<file path="config.mk">
export PLATFORM = sky130hd
export DESIGN_NAME = escaped_zero_run_payload_decoder
export DESIGN_NICKNAME = d
export VERILOG_FILES = /design/src/rtl/ezrpd_pkg.sv /design/src/rtl/escaped_zero_run_payload_decoder.sv
export SDC_FILE = /design/constraint.sdc
export NUM_CORES = 1
export LEC_CHECK = 0
export BUFFER_PORTS_ARGS = -buffer_cell sky130_fd_sc_hd__buf_2
export CAP_MARGIN = 20
export CORE_MARGIN = 5
export CORE_UTILIZATION = 56
export DETAILED_ROUTE_END_ITERATION = 12
export HOLD_SLACK_MARGIN = 0.08
export PLACE_DENSITY = 0.69
export SYNTH_ARGS = -nofsm -noshare
export SYNTH_HDL_FRONTEND = slang
export SYNTH_SLANG_ARGS = --single-unit
</file>
<file path="constraint.sdc">
create_clock -name clk_i -period 32.2 [get_ports clk_i]
set_input_delay 6.44 -clock clk_i [delete_from_list [all_inputs] [get_ports clk_i]]
set_output_delay 6.44 -clock clk_i [all_outputs]
set_load 0.02 [all_outputs]
</file>
<file path="src/rtl/ezrpd_pkg.sv">
// Package for the escaped zero-run payload decoder: codes, result type and
// small character helpers. No dependencies.
`default_nettype none

package ezrpd_pkg;

  // Field widths
  localparam int unsigned CharW    = 8;
  localparam int unsigned CountW   = 17;
  localparam int unsigned StatusW  = 3;
  localparam int unsigned RunW     = 64;
  localparam int unsigned InDataW  = 8;
  localparam int unsigned OutDataW = 32;

  // Largest zero run accepted
  localparam logic [RunW-1:0] MaxRun = 64'd65536;

  // Results per input beat and depth of the result queue
  localparam int unsigned MaxRes = 3;
  localparam int unsigned QDepth = 4;

  // Characters of the escape syntax
  localparam logic [CharW-1:0] CharBackslash = 8'h5C;
  localparam logic [CharW-1:0] CharN         = 8'h6E;
  localparam logic [CharW-1:0] CharT         = 8'h74;
  localparam logic [CharW-1:0] CharX         = 8'h78;
  localparam logic [CharW-1:0] CharZ         = 8'h7A;
  localparam logic [CharW-1:0] Char0         = 8'h30;
  localparam logic [CharW-1:0] Char9         = 8'h39;
  localparam logic [CharW-1:0] ByteNewline   = 8'd10;
  localparam logic [CharW-1:0] ByteTab       = 8'd9;

  // Decoder phase, one-hot
  typedef enum logic [5:0] {
    PH_NORMAL = 6'b000001,
    PH_ESC    = 6'b000010,
    PH_HEX_HI = 6'b000100,
    PH_HEX_LO = 6'b001000,
    PH_ZSTART = 6'b010000,
    PH_RUN    = 6'b100000
  } phase_e;

  // Result status codes
  typedef enum logic [StatusW-1:0] {
    ST_DATA      = 3'd0,
    ST_END       = 3'd1,
    ST_SHORT_HEX = 3'd2,
    ST_BAD_HEX   = 3'd3,
    ST_BAD_COUNT = 3'd4,
    ST_TOO_LARGE = 3'd5
  } status_e;

  // One result item
  typedef struct packed {
    logic [CharW-1:0]  data;
    logic [CountW-1:0] count;
    status_e           status;
    logic              last;
  } result_t;

  // Hex digit value; bit 4 set when the character is not a hex digit
  function automatic logic [4:0] hex_digit(input logic [CharW-1:0] c);
    logic [4:0] v;
    if (c >= 8'h30 && c <= 8'h39) begin
      v = {1'b0, c[3:0]};
    end else if ((c >= 8'h61 && c <= 8'h66) || (c >= 8'h41 && c <= 8'h46)) begin
      v = {1'b0, c[3:0] + 4'd9};
    end else begin
      v = 5'h10;
    end
    return v;
  endfunction

endpackage

`default_nettype wire

</file>
<file path="src/rtl/escaped_zero_run_payload_decoder.sv">
// Escaped zero-run payload decoder, top level.
// Depends on ezrpd_pkg.
//
// Channel   Dir  Handshake                 Payload
// s_axis    in   s_axis_tvalid/tready      tdata[7:0] in_char, tlast in_last
// m_axis    out  m_axis_tvalid/tready      tdata[27:0] byte,count,status; tlast
// cfg       in   cfg_we_i (no wait)        cfg_wdata_i rle_mode
//
// One input beat is decoded per cycle: input register, one pass of decode
// logic, then a four-entry result queue that drains one beat per cycle while ready.
// A beat yields zero to three results; sustained rate is one beat per cycle
// while each beat yields at most one result, bounded by the one output port.
// Input is taken while the queue holds at most one result, so a result can
// wait on m_axis_tready while the next beat is decoded.
// Reset (rst_ni low, asynchronous) clears the phase, run state and queue.
`default_nettype none

module escaped_zero_run_payload_decoder (
  input  wire logic                               clk_i,
  input  wire logic                               rst_ni,
  // config
  input  wire logic                               cfg_we_i,
  input  wire logic                               cfg_wdata_i,
  // input stream
  input  wire logic                               s_axis_tvalid_i,
  output      logic                               s_axis_tready_o,
  input  wire logic [ezrpd_pkg::InDataW-1:0]      s_axis_tdata_i,  // [7:0] in_char
  input  wire logic                               s_axis_tlast_i,  // in_last
  // result stream
  output      logic                               m_axis_tvalid_o,
  input  wire logic                               m_axis_tready_i,
  // [7:0] out_byte, [24:8] out_count, [27:25] out_status, [31:28] zero
  output      logic [ezrpd_pkg::OutDataW-1:0]     m_axis_tdata_o,
  output      logic                               m_axis_tlast_o   // out_last
);

  // Input register
  logic                             in_valid_q, in_valid_d;
  logic [ezrpd_pkg::CharW-1:0]      in_char_q;
  logic                             in_last_q;
  logic                             in_take;
  logic                             advance;

  // Decoder state
  logic                             rle_mode_q;
  ezrpd_pkg::phase_e                phase_q, phase_d;
  logic [3:0]                       hex_high_q, hex_high_d;
  logic                             hex_invalid_q, hex_invalid_d;
  logic [ezrpd_pkg::RunW-1:0]       run_value_q, run_value_d;
  logic                             run_ovf_q, run_ovf_d;
  logic                             run_octal_q, run_octal_d;
  logic                             run_bad_q, run_bad_d;
  logic                             discard_q, discard_d;

  // Decode results
  ezrpd_pkg::result_t               res [ezrpd_pkg::MaxRes];
  logic [1:0]                       nres;

  // Result queue, entry 0 is the head
  ezrpd_pkg::result_t               q_q [ezrpd_pkg::QDepth];
  ezrpd_pkg::result_t               q_d [ezrpd_pkg::QDepth];
  logic [2:0]                       count_q, count_d;
  logic [2:0]                       base;
  logic                             pop;

  // Handshakes
  assign pop             = m_axis_tvalid_o && m_axis_tready_i;
  assign advance         = in_valid_q && (count_q <= 3'd1);
  assign s_axis_tready_o = !in_valid_q || advance;
  assign in_take         = s_axis_tvalid_i && s_axis_tready_o;

  always_comb begin
    if (in_take) begin
      in_valid_d = 1'b1;
    end else if (advance) begin
      in_valid_d = 1'b0;
    end else begin
      in_valid_d = in_valid_q;
    end
  end

  always_ff @(posedge clk_i or negedge rst_ni) begin
    if (!rst_ni) begin
      in_valid_q <= 1'b0;
    end else begin
      in_valid_q <= in_valid_d;
    end
  end

  always_ff @(posedge clk_i) begin
    if (in_take) begin
      in_char_q <= s_axis_tdata_i[ezrpd_pkg::CharW-1:0];
      in_last_q <= s_axis_tlast_i;
    end
  end

  // Decode one character
  always_comb begin
    logic [ezrpd_pkg::CharW-1:0] c;
    logic                        lst;
    logic [4:0]                  hexv;
    logic                        dig;
    logic [3:0]                  d;
    logic [67:0]                 mul;
    logic [67:0]                 sum;
    logic                        stop;
    logic                        failv;
    ezrpd_pkg::status_e          fail_st;

    c    = in_char_q;
    lst  = in_last_q;
    hexv = ezrpd_pkg::hex_digit(c);
    dig  = (c >= ezrpd_pkg::Char0) && (c <= ezrpd_pkg::Char9);
    d    = c[3:0];
    // next run value: times 8 or times 10, plus digit
    mul  = run_octal_q ? {1'b0, run_value_q, 3'b000}
                       : ({1'b0, run_value_q, 3'b000} + {3'b000, run_value_q, 1'b0});
    sum  = mul + {64'd0, d};

    for (int i = 0; i < ezrpd_pkg::MaxRes; i++) begin
      res[i] = '{data: '0, count: '0, status: ezrpd_pkg::ST_DATA, last: 1'b0};
    end
    nres          = 2'd0;
    phase_d       = phase_q;
    hex_high_d    = hex_high_q;
    hex_invalid_d = hex_invalid_q;
    run_value_d   = run_value_q;
    run_ovf_d     = run_ovf_q;
    run_octal_d   = run_octal_q;
    run_bad_d     = run_bad_q;
    discard_d     = discard_q;
    stop          = 1'b0;
    failv         = 1'b0;
    fail_st       = ezrpd_pkg::ST_DATA;

    if (discard_q) begin
      // drop the rest of a failed payload
      if (lst) begin
        discard_d = 1'b0;
      end
      stop = 1'b1;
    end else if (phase_q == ezrpd_pkg::PH_ZSTART || phase_q == ezrpd_pkg::PH_RUN) begin
      // digit run
      if (dig) begin
        if (phase_q == ezrpd_pkg::PH_ZSTART) begin
          run_octal_d = (d == 4'd0);
          run_value_d = {60'd0, d};
          phase_d     = ezrpd_pkg::PH_RUN;
        end else begin
          if (run_octal_q && d >= 4'd8) begin
            run_bad_d = 1'b1;
          end
          if (!run_ovf_q) begin
            if (sum[67:64] != 4'd0) begin
              run_ovf_d = 1'b1;
            end else begin
              run_value_d = sum[63:0];
            end
          end
        end
        stop = !lst;
      end
      // close the run at a non-digit or at the final character
      if (!dig || lst) begin
        if (phase_d == ezrpd_pkg::PH_ZSTART || run_bad_d || run_ovf_d) begin
          failv   = 1'b1;
          fail_st = ezrpd_pkg::ST_BAD_COUNT;
        end else if (run_value_d > ezrpd_pkg::MaxRun) begin
          failv   = 1'b1;
          fail_st = ezrpd_pkg::ST_TOO_LARGE;
        end else if (run_value_d != '0) begin
          res[nres] = '{data: '0, count: run_value_d[ezrpd_pkg::CountW-1:0],
                        status: ezrpd_pkg::ST_DATA, last: 1'b0};
          nres = nres + 2'd1;
        end
        run_value_d = '0;
        run_ovf_d   = 1'b0;
        run_octal_d = 1'b0;
        run_bad_d   = 1'b0;
        phase_d     = ezrpd_pkg::PH_NORMAL;
        if (failv) begin
          stop = 1'b1;
        end else if (dig) begin
          res[nres] = '{data: '0, count: '0, status: ezrpd_pkg::ST_END, last: 1'b1};
          nres = nres + 2'd1;
          stop = 1'b1;
        end
      end
    end

    // character decode
    if (!stop) begin
      case (phase_d)
        ezrpd_pkg::PH_ESC: begin
          phase_d = ezrpd_pkg::PH_NORMAL;
          if (c == ezrpd_pkg::CharX) begin
            if (lst) begin
              failv   = 1'b1;
              fail_st = ezrpd_pkg::ST_SHORT_HEX;
            end else begin
              phase_d = ezrpd_pkg::PH_HEX_HI;
            end
          end else if (c == ezrpd_pkg::CharZ && rle_mode_q) begin
            run_value_d = '0;
            run_ovf_d   = 1'b0;
            run_octal_d = 1'b0;
            run_bad_d   = 1'b0;
            phase_d     = ezrpd_pkg::PH_ZSTART;
            // empty run at end of payload
            if (lst) begin
              failv   = 1'b1;
              fail_st = ezrpd_pkg::ST_BAD_COUNT;
            end
          end else if (c == ezrpd_pkg::CharN && !rle_mode_q) begin
            res[nres] = '{data: ezrpd_pkg::ByteNewline, count: 17'd1,
                          status: ezrpd_pkg::ST_DATA, last: 1'b0};
            nres = nres + 2'd1;
          end else if (c == ezrpd_pkg::CharT && !rle_mode_q) begin
            res[nres] = '{data: ezrpd_pkg::ByteTab, count: 17'd1,
                          status: ezrpd_pkg::ST_DATA, last: 1'b0};
            nres = nres + 2'd1;
          end else begin
            res[nres] = '{data: c, count: 17'd1, status: ezrpd_pkg::ST_DATA, last: 1'b0};
            nres = nres + 2'd1;
          end
        end
        ezrpd_pkg::PH_HEX_HI: begin
          hex_high_d    = hexv[3:0];
          hex_invalid_d = hexv[4];
          if (lst) begin
            failv   = 1'b1;
            fail_st = ezrpd_pkg::ST_SHORT_HEX;
          end else begin
            phase_d = ezrpd_pkg::PH_HEX_LO;
          end
        end
        ezrpd_pkg::PH_HEX_LO: begin
          if (hex_invalid_q || hexv[4]) begin
            failv   = 1'b1;
            fail_st = ezrpd_pkg::ST_BAD_HEX;
          end else begin
            res[nres] = '{data: {hex_high_q, hexv[3:0]}, count: 17'd1,
                          status: ezrpd_pkg::ST_DATA, last: 1'b0};
            nres = nres + 2'd1;
            hex_high_d    = 4'd0;
            hex_invalid_d = 1'b0;
            phase_d       = ezrpd_pkg::PH_NORMAL;
          end
        end
        default: begin
          phase_d = ezrpd_pkg::PH_NORMAL;
          if (c == ezrpd_pkg::CharBackslash) begin
            // trailing backslash is literal
            if (lst) begin
              res[nres] = '{data: ezrpd_pkg::CharBackslash, count: 17'd1,
                            status: ezrpd_pkg::ST_DATA, last: 1'b0};
              nres = nres + 2'd1;
            end else begin
              phase_d = ezrpd_pkg::PH_ESC;
            end
          end else begin
            res[nres] = '{data: c, count: 17'd1, status: ezrpd_pkg::ST_DATA, last: 1'b0};
            nres = nres + 2'd1;
          end
        end
      endcase
      if (!failv && lst) begin
        phase_d = ezrpd_pkg::PH_NORMAL;
        res[nres] = '{data: '0, count: '0, status: ezrpd_pkg::ST_END, last: 1'b1};
        nres = nres + 2'd1;
      end
    end

    // error closes the payload
    if (failv) begin
      res[nres] = '{data: '0, count: '0, status: fail_st, last: 1'b1};
      nres = nres + 2'd1;
      phase_d       = ezrpd_pkg::PH_NORMAL;
      hex_high_d    = 4'd0;
      hex_invalid_d = 1'b0;
      run_value_d   = '0;
      run_ovf_d     = 1'b0;
      run_octal_d   = 1'b0;
      run_bad_d     = 1'b0;
      discard_d     = !lst;
    end
  end

  // Decoder state and config
  always_ff @(posedge clk_i or negedge rst_ni) begin
    if (!rst_ni) begin
      rle_mode_q    <= 1'b0;
      phase_q       <= ezrpd_pkg::PH_NORMAL;
      hex_high_q    <= 4'd0;
      hex_invalid_q <= 1'b0;
      run_value_q   <= '0;
      run_ovf_q     <= 1'b0;
      run_octal_q   <= 1'b0;
      run_bad_q     <= 1'b0;
      discard_q     <= 1'b0;
    end else begin
      if (cfg_we_i) begin
        rle_mode_q <= cfg_wdata_i;
      end
      if (advance) begin
        phase_q       <= phase_d;
        hex_high_q    <= hex_high_d;
        hex_invalid_q <= hex_invalid_d;
        run_value_q   <= run_value_d;
        run_ovf_q     <= run_ovf_d;
        run_octal_q   <= run_octal_d;
        run_bad_q     <= run_bad_d;
        discard_q     <= discard_d;
      end
    end
  end

  // Result queue: shift on pop, new results land behind the survivors
  assign base = count_q - {2'b00, pop};

  always_comb begin
    logic [2:0] idx;
    for (int j = 0; j < ezrpd_pkg::QDepth; j++) begin
      idx = 3'(j) - base;
      if (advance && idx < {1'b0, nres}) begin
        q_d[j] = res[idx[1:0]];
      end else if (pop && j < ezrpd_pkg::QDepth - 1) begin
        q_d[j] = q_q[(j + 1) % ezrpd_pkg::QDepth];
      end else begin
        q_d[j] = q_q[j];
      end
    end
    count_d = advance ? (base + {1'b0, nres}) : base;
  end

  always_ff @(posedge clk_i or negedge rst_ni) begin
    if (!rst_ni) begin
      count_q <= 3'd0;
    end else begin
      count_q <= count_d;
    end
  end

  always_ff @(posedge clk_i) begin
    for (int j = 0; j < ezrpd_pkg::QDepth; j++) begin
      q_q[j] <= q_d[j];
    end
  end

  // Output beat from the queue head
  assign m_axis_tvalid_o = (count_q != 3'd0);
  assign m_axis_tdata_o  = {4'b0000, q_q[0].status, q_q[0].count, q_q[0].data};
  assign m_axis_tlast_o  = q_q[0].last;

endmodule

`default_nettype wire

</file>
==> flow_summary_export.csv <==
group,metric,value,unit
setup_path,cpPeakStageDelay,910,ps
power,p_total,1.034,mW
clock_tree,clock_path_buffers,3,
finish,layout_common_cells,"317 x nand2_1, 228 x nor2_1, 196 x o21ai_0, 143 x a21oi_1, 125 x edfxtp_1",
finish,seq_area,0.005861,mm²
route,postRouteAntennaNets,0,
clock_tree,ctsHoldBuffers,0,
clock_tree,ctsResizeCount,0,
timing,finClkSkew,15.04,ps
clock_tree,numCtsBuffers,25,
route,drt_wl_total,73.21,mm
grt,grt_max_degree,76,
synthesis,ys.flop_type,"edfxtp_1",
place,detailed_place_hpwl,56.27,mm
run_status,status,"finished clean",
setup_path,end_kind,"flip-flop",
finish,fin_util,60.25,%
floorplan,pin_count,50,
floorplan,die_x,197.0,µm
floorplan,row_count,68,
timing,finalMaxSlewViolations,0,
finish,final_nets,2498,
synthesis,avgSynthCellArea,8.054,µm²
timing,slew_headroom,21.54,%
clock_tree,cts_setup_buffers,0,
clock_tree,clkSlewWorstSetupHoldPaths,60,ps
floorplan,fp.dieArea,0.03881,mm²
power,pwr_density_cell,49.68,mW/mm²
setup_path,slowest_stage,"a222oi_1",
finish,layout_commonest_cell,"nand2_1",
finish,diodes,0,
synthesis,yosysWarnings,0,
finish,fill_cells,3111,
timing,worstMarginPinSlew,1167,ps
setup_path,worst_path_most_repeated_cell,"ha_1",
synthesis,synthArstFlopShare,40.19,%
finish,multi_input_area,0.01294,mm²
place,post-place-ws,19920,ps
timing,setup_violations,0,
clock_tree,clock_latency,540,ps
hold_path,hp-class,"reg2reg",
timing,fmax,80.39,MHz
timing,hold_slack,490.3,ps
timing,finalCritPeriodShare,38.63,%
route,first_iter_violations,2374,
power,ir_worst_vdd,0.06213,mV
synthesis,ys_seq_elements,209,
grt,grt_pass1_wl,112.1,mm
place,numPortBuffers,45,
route,wire_per_inst,25.59,µm
timing,rsz0062_at_grt,"false",
setup_path,start_kind,"flip-flop",
setup_path,cp_max_fo,38,
clock_tree,htreeDepth,1,
synthesis,synth_area,0.01959,mm²
route,via_per_inst,7.128,
setup_path,arrival,12780,ps
finish,drive_above_1_share,7.398,%
timing,finalWorstSetupSlack,19760,ps
timing,finalSetupTns,0,ps
synthesis,seq_area_frac_synth,29.90,%
floorplan,die_h,197.0,µm
finish,syn_to_final_growth,6.267,%
grt,antenna_found_initial,0,
clock_tree,cts_tree,"built",
floorplan,core-area,0.03454,mm²
timing,hold_violations,0,
synthesis,ys_types,107,
route,drc,0,
grt,grt_overflow,0,
synthesis,synthCells,2432,
power,leakage,8.068,nW
grt,grt_pass1_vias,18933,
setup_path,critical_path_required,32540,ps
route,vias,20394,
grt,track_usage,36.27,%
clock_tree,clock-sinks,209,
place,place_congestion,1.025,
flow_run,max_cap_viol_count,0,
floorplan,start_util,56.70,%
synthesis,synth_edf_count,125,
clock_tree,root_buffer,"clkbuf_16",
timing,period_needed,12440,ps
setup_path,critPathKind,"reg2reg",
route,detail_route.first_pass.iterations,6,
per-stage QoR:
| stage | instances | instance area (µm²) |
|---|---|---|
| 5_1_grt | 2861 | 20810 |
| 6_report | 2861 | 20810 |
| 3_5_place_dp | 2815 | 19950 |
| 2_1_floorplan | 2435 | 19600 |
| 3_3_place_gp | 2815 | 19950 |
| 4_1_cts | 2860 | 20790 |
cell type report:
cell class / instances / area share (%)
clock buffers: 35 / 3.336
clock inverters: 10 / 0.6613
inverters: 52 / 0.9378
multi-input cells: 2032 / 62.15
flip-flops and latches: 209 / 28.16
well taps: 455 / 2.735
repair buffers: 68 / 2.020
cell families after synthesis:
kind of cell | share of synthesized area [%]
AOI/OAI and AO/OA | 28.61
muxes | 2.031
xor gates and xnor gates | 4.740
other | 0.01915
buffers and inverters | 4.139
DFF | 29.90
adders and majority gates | 6.184
and+or+nand+nor | 24.38
sequential cells by signal, indices dropped and copies added (netlist names):
| signal | cells |
|---|---|
| run_ovf_q | 1 |
| hex_high_q | 4 |
| in_valid_q | 1 |
| hex_invalid_q | 1 |
| run_bad_q | 1 |
| in_last_q | 1 |
| run_value_q | 64 |
| q_q | 116 |
| rle_mode_q | 1 |
| phase_q | 6 |
| run_octal_q | 1 |
| in_char_q | 8 |
| count_q | 3 |
| discard_q | 1 |
routing by layer:
layer	track usage (%)	share of wire [%]	vias up
li1	-	-	9178
met1	47.27	39	9680
met2	57.96	45	1274
met3	5.509	9.1	262
met4	20.39	7.0	0
met5	0	0	-
worst max-delay path: cells and delay by family, from the launching register on:
kind / cells / cell delay [ps]
XOR/XNOR: 1 / 170
flip-flops: 1 / 490
adder cells (fa/ha/maj): 6 / 1760
multiplexers: 2 / 410
AO/OA/AOI/OAI: 14 / 5310
AND/OR/NAND/NOR: 11 / 3680
buffers and inverters: 3 / 400
cell usage after synthesis, drive strengths merged, types with 66 or more instances:
cell type,count,area (µm²)
nand2,317,1190
nor2,229,862.1
o21ai,213,1085
a21oi,147,758.2
edfxtp,125,3754
clkbuf,103,389.1
ha,92,1151
dfrtp,83,2077
nand3,74,375.4
nor3,72,360.4
nand4,69,431.7
xnor2,66,578.1
where the power goes:
group	internal [mW]	leakage (nW)	switching, mW
Clock	0.175	0.400	0.119
Combinational	0.0992	5.33	0.233
Sequential	0.384	2.34	0.0239
final timing paths:
path	depth (start not counted)	startpoint	slack [ps]	endpoint
max reg2reg	37	run_value_q[13]	19760	q_q[0][10]
min	2	run_bad_q	490	run_bad_q
max in group asynchronous	3	rst_ni	25550	run_octal_q
min in group asynchronous	1	rst_ni	5740	count_q[0]
max	37	run_value_q[13]	19760	q_q[0][10]
min reg2reg	2	run_bad_q	490	run_bad_q
Power figures use the tool's default switching activity.
